$ cat config.mk
export PLATFORM = sky130hd
export DESIGN_NAME = pvs_cordic_stage
export DESIGN_NICKNAME = d
export VERILOG_FILES = /design/src/design/polar_to_rect_vector_set_macros.svh /design/src/design/pvs_pkg.sv /design/src/design/pvs_cordic_stage.sv
export SDC_FILE = /design/constraint.sdc
export NUM_CORES = 1
export LEC_CHECK = 0
export ABC_AREA = 1
export ABC_CLOCK_PERIOD_IN_PS = 6500
export CORE_MARGIN = 2
export CORE_UTILIZATION = 48
export CTS_CLUSTER_DIAMETER = 30
export CTS_CLUSTER_SIZE = 20
export DETAILED_ROUTE_END_ITERATION = 8
export DONT_BUFFER_PORTS = 1
export SLEW_MARGIN = 20
export SYNTH_ARGS = -nofsm -noshare
export SYNTH_HDL_FRONTEND = slang
export SYNTH_SLANG_ARGS = --single-unit
$ cat constraint.sdc
create_clock -name clk -period 6.5 [get_ports clk]
set_input_delay 1.3 -clock clk [delete_from_list [all_inputs] [get_ports clk]]
set_output_delay 1.3 -clock clk [all_outputs]
set_load 0.05 [all_outputs]
$ cat src/design/polar_to_rect_vector_set_macros.svh
// Assertion macros for the polar_to_rect_vector_set block.
// Defining ASSERT_OFF turns every macro into nothing.
`ifndef POLAR_TO_RECT_VECTOR_SET_MACROS_SVH
`define POLAR_TO_RECT_VECTOR_SET_MACROS_SVH
`ifndef ASSERT_OFF
// Same-cycle implication.
`define PVS_ASSERT_IMP(label, clk, rst_n, ante, cons, msg) \
  label: assert property (@(posedge clk) disable iff (!rst_n) (ante) |-> (cons)) \
    else $error(msg);
// Next-cycle implication.
`define PVS_ASSERT_NXT(label, clk, rst_n, ante, cons, msg) \
  label: assert property (@(posedge clk) disable iff (!rst_n) (ante) |=> (cons)) \
    else $error(msg);
`else
`define PVS_ASSERT_IMP(label, clk, rst_n, ante, cons, msg)
`define PVS_ASSERT_NXT(label, clk, rst_n, ante, cons, msg)
`endif
`endif

$ cat src/design/pvs_pkg.sv
// Shared widths, constants, stage payload type and lookup functions
// for the polar-to-rectangular vector block. No dependencies.
package pvs_pkg;

  localparam int DW          = 24;             // Q12.12 port width
  localparam int GW          = 31;             // signed width of the gain constant
  localparam int PW          = DW + GW;        // gain product width
  localparam int GAIN_SHIFT  = 14;
  localparam int XW          = PW - GAIN_SHIFT + 1;  // x/y datapath, Q.28 fraction for polar items
  localparam int ZW          = 26;             // residual angle, Q10.16 degrees
  localparam int AW          = 21;             // reduced angle in [0, 360) Q9.12, unsigned
  localparam int CW          = 4;              // turn-compare count width
  localparam int FOLD_SHIFT  = 4;              // Q9.12 reduced angle to Q10.16 residual
  localparam int RND_SHIFT   = 16;             // Q.28 back to Q.12
  localparam int TABLE_LEN   = 24;
  localparam int STAGES_DEF  = 16;
  localparam int TURN_SPAN   = 5;              // turn thresholds at -5 .. +5

  localparam int DEG90_Q12   = 368640;
  localparam int DEG180_Q12  = 737280;
  localparam int DEG270_Q12  = 1105920;
  localparam int DEG360_Q12  = 1474560;

  localparam int SAT_MAX     = (2 ** (DW - 1)) - 1;
  localparam int SAT_MIN     = -(2 ** (DW - 1));

  localparam logic signed [GW-1:0] GAIN_Q30 = 31'sd652032874;

  localparam logic [1:0] KIND_RECT  = 2'd0;
  localparam logic [1:0] KIND_POLAR = 2'd1;

  typedef struct packed {
    logic                 vld;
    logic                 polar;
    logic                 bad;
    logic                 neg;
    logic signed [XW-1:0] x;
    logic signed [XW-1:0] y;
    logic signed [ZW-1:0] z;
  } pvs_stage_t;

  // atan(2^-i) in Q10.16 degrees
  function automatic logic signed [ZW-1:0] atan_q16(input logic [4:0] idx);
    unique case (idx)
      5'd0:    atan_q16 = ZW'(2949120);
      5'd1:    atan_q16 = ZW'(1740967);
      5'd2:    atan_q16 = ZW'(919879);
      5'd3:    atan_q16 = ZW'(466945);
      5'd4:    atan_q16 = ZW'(234379);
      5'd5:    atan_q16 = ZW'(117304);
      5'd6:    atan_q16 = ZW'(58666);
      5'd7:    atan_q16 = ZW'(29335);
      5'd8:    atan_q16 = ZW'(14668);
      5'd9:    atan_q16 = ZW'(7334);
      5'd10:   atan_q16 = ZW'(3667);
      5'd11:   atan_q16 = ZW'(1833);
      5'd12:   atan_q16 = ZW'(917);
      5'd13:   atan_q16 = ZW'(458);
      5'd14:   atan_q16 = ZW'(229);
      5'd15:   atan_q16 = ZW'(115);
      5'd16:   atan_q16 = ZW'(57);
      5'd17:   atan_q16 = ZW'(29);
      5'd18:   atan_q16 = ZW'(14);
      5'd19:   atan_q16 = ZW'(7);
      5'd20:   atan_q16 = ZW'(4);
      5'd21:   atan_q16 = ZW'(2);
      5'd22:   atan_q16 = ZW'(1);
      default: atan_q16 = '0;
    endcase
  endfunction

  // Whole turns to add back, given how many turn thresholds the angle reaches
  function automatic logic signed [ZW-1:0] turn_offset(input logic [CW-1:0] cnt);
    logic signed [CW:0] q;
    q = (CW + 1)'(TURN_SPAN + 1) - $signed({1'b0, cnt});
    return ZW'(q * DEG360_Q12);
  endfunction

endpackage

$ cat src/design/pvs_cordic_stage.sv
// One registered rotation step of the CORDIC pipeline.
// Depends on pvs_pkg for the stage payload type and the arctangent table.
module pvs_cordic_stage #(
  parameter int SHIFT = 0
) (
  input  logic                clk,
  input  logic                rst_n,
  input  logic                en,
  input  pvs_pkg::pvs_stage_t st_i,
  output pvs_pkg::pvs_stage_t st_o
);

  pvs_pkg::pvs_stage_t st_r;
  pvs_pkg::pvs_stage_t st_nxt;
  logic signed [pvs_pkg::XW-1:0] dx;
  logic signed [pvs_pkg::XW-1:0] dy;
  logic signed [pvs_pkg::ZW-1:0] at;

  always_comb begin
    dx     = $signed(st_i.y) >>> SHIFT;
    dy     = $signed(st_i.x) >>> SHIFT;
    at     = pvs_pkg::atan_q16(5'(SHIFT));
    st_nxt = st_i;
    // pass-through items ride along untouched
    if (st_i.polar) begin
      if (!st_i.z[pvs_pkg::ZW-1]) begin
        st_nxt.x = st_i.x - dx;
        st_nxt.y = st_i.y + dy;
        st_nxt.z = st_i.z - at;
      end else begin
        st_nxt.x = st_i.x + dx;
        st_nxt.y = st_i.y - dy;
        st_nxt.z = st_i.z + at;
      end
    end
  end

  always_ff @(posedge clk) begin
    if (!rst_n) begin
      st_r.vld <= 1'b0;
    end else if (en) begin
      st_r <= st_nxt;
    end
  end

  assign st_o = st_r;

endmodule
==> metrics.cfg <==
[synthesis]
ys_seq_area_frac = 0.232
synth_cell_types = 44
synth_cells = 2381
synth_seq_cells = 114
yosysWarningCount = 0
synthFlopType = edfxtp_1
avgSynthCellArea_um2 = 6.18
synth_top_area_frac = 0.231
synth_edf_count = 113
async_reset_ff_frac = 0
ys_top_cells_by_area = edfxtp_1, nand2_1, ha_1
yosys.area.top_type = edfxtp_1
yosysMostFrequentCell = nand2_1
synth_commonest_cells = nand2_1, inv_1, nor2_1
syn-num-nets = 2633
syn-cell-area_mm2 = 0.0147

[status]
status = complete, no violations

[final_layout]
fillCellCount = 3224
nets = 2578
syn_to_final_growth_pct = 4.31
drive_gt1_frac = 0.0552
final_area_mm2 = 0.0153
largest_reg_flops = 114

[die]
rows = 64
die-area_mm2 = 0.0321
ios = 231
start_util = 0.485
fp.dieH_um = 179
core_mm2 = 0.0303
die_x_um = 179

[sta]
fin_ws_ns = 2.57
tightest_slew_ns = 0.930
relSlewSlack = 0.380
setup_viol = 0
fin_crit_ns = 3.93
skew_ns = 0
hold_slack_ns = 0.787
fin_tns_setup_ns = 0
fmax_mhz = 254
hold_viol_final = 0
fin_crit_sh = 0.605
slew_violations = 0
rsz0062_at_grt = no

[worst_setup_path]
cp.required_ns = 6.71
cp.arrival_ns = 4.14
crit_path_max_fanout = 5
path_class = input port to flip-flop
r2r_cells = 2
worstSetupEndpointType = flip-flop
crit_path_start_kind = input port

[placed_design]
placed_area_mm2 = 0.0147
dp_slack_ns = 2.30
gp_congestion = 1.08
io_buffers = 0
dp_hpwl_um = 51400

[power_and_ir_drop]
intPower_uw = 1760
p_total_uw = 3280
p_comb_frac = 0.350
p_sw_frac = 0.463
seq_power_share = 0.343
cellPowerDensity_mw_per_mm2 = 214
leakage_uw = 0.00774
clockPowerShare = 0.307
ir_drop_mv = 0.191
p_sw_uw = 1520

[routing]
ant_nets = 0
drc = 0
routed_wl_um = 63500
detail_route.wl_per_cell_um = 23.2
first_pass_iters = 6
vias = 16000
first_iter_violations = 1924
via_per_inst = 5.86

[cts]
postCtsHoldBufs = 0
cts.sinks = 114
cts_setup_buffers = 0
clockBufferDepth = 2
root_buffer = clkbuf_16
cts.clk_slew.worst_paths_ns = 0.08
numCtsBuffers = 17
htreeDepth = 4
cts.repair.resized = 0
clk_latency_ns = 0.44
cts_tree = built

[grt]
grt_overflow = 0
grt_max_degree = 130
grt_pass1_wl_um = 91300
grt_usage = 0.391
grt_pass1_vias = 14700
antenna_found_initial = 2

[min_path]
hp-class = flip-flop to flip-flop
holdPathStages = 2

[run]
cap_violations = 0

==> placed cells by master (no fill, tap or decap), drive strengths merged, types with 9 or more instances in the layout <==
master / n
o21ai: 151
ha: 131
nor2: 244
a21oi: 146
xor2: 34
clkbuf: 17
o21bai: 15
nand3: 198
o211ai: 20
inv: 346
o22ai: 9
nand2: 846
edfxtp: 113
nand4: 14
==> kinds of logic after synthesis <==
group | Yosys count | synth area share
buffers and inverters | 413 | 0.118
and+or+nand+nor | 1326 | 0.377
adders and majority gates | 135 | 0.117
xor gates and xnor gates | 39 | 0.0232
AOI/OAI and AO/OA | 354 | 0.133
DFF | 114 | 0.232
==> power groups by stage <==
stage	combinational (uW)	clock, uW	sequential, uW
3_3_place_gp	1100	0	1140
4_1_cts	1100	1010	1130
3_5_place_dp	1100	0	1140
6_report	1150	1010	1130
5_1_grt	1250	1040	1130
2_1_floorplan	800	0	1130
==> worst paths after layout <==
kind	from	slack [ns]	end
max	st_i[26]	2.57	st_o[58]
min	st_o[113]	0.79	st_o[113]
max reg2reg	st_o[113]	5.51	st_o[113]
min reg2reg	st_o[113]	0.79	st_o[113]
==> routing by layer <==
metal	GRT usage	up-vias	share of wire
li1	-	7491	-
met1	0.532	7486	0.42
met2	0.625	953	0.44
met3	0.0825	108	0.11
met4	0.107	0	0.027
met5	0	-	0
==> cell type report <==
class	instances	area, um^2	area share
repair buffers	3	26.3	0.00171
clock buffers	17	425	0.0277
diodes	1	2.50	0.000163
inverters	336	1260	0.0824
flip-flops and latches	114	3410	0.223
multi-input cells	1854	9550	0.623
clock inverters	15	163	0.0106
well taps	396	495	0.0323
==> critical path, stage by stage <==
cell and delay [ns]:
inv_1 0.03, ha_1 0.30, fa_1 0.65, o21ai_0 0.53
nand2_1 0.09, nand2_1 0.29, nand2_1 0.11, nand2_1 0.29
nand2_1 0.20, nand3_1 0.13, nand3_1 0.09, nand2_1 0.06
o21ai_1 0.06
==> metrics by stage <==
stage	util	std cells
final	0.505	2736
after global routing	0.505	2735
after floorplan	-	2381
after global placement	0.486	2703
after CTS	0.505	2735
after detailed placement	0.486	2703
(Power assumes the default switching activity.)
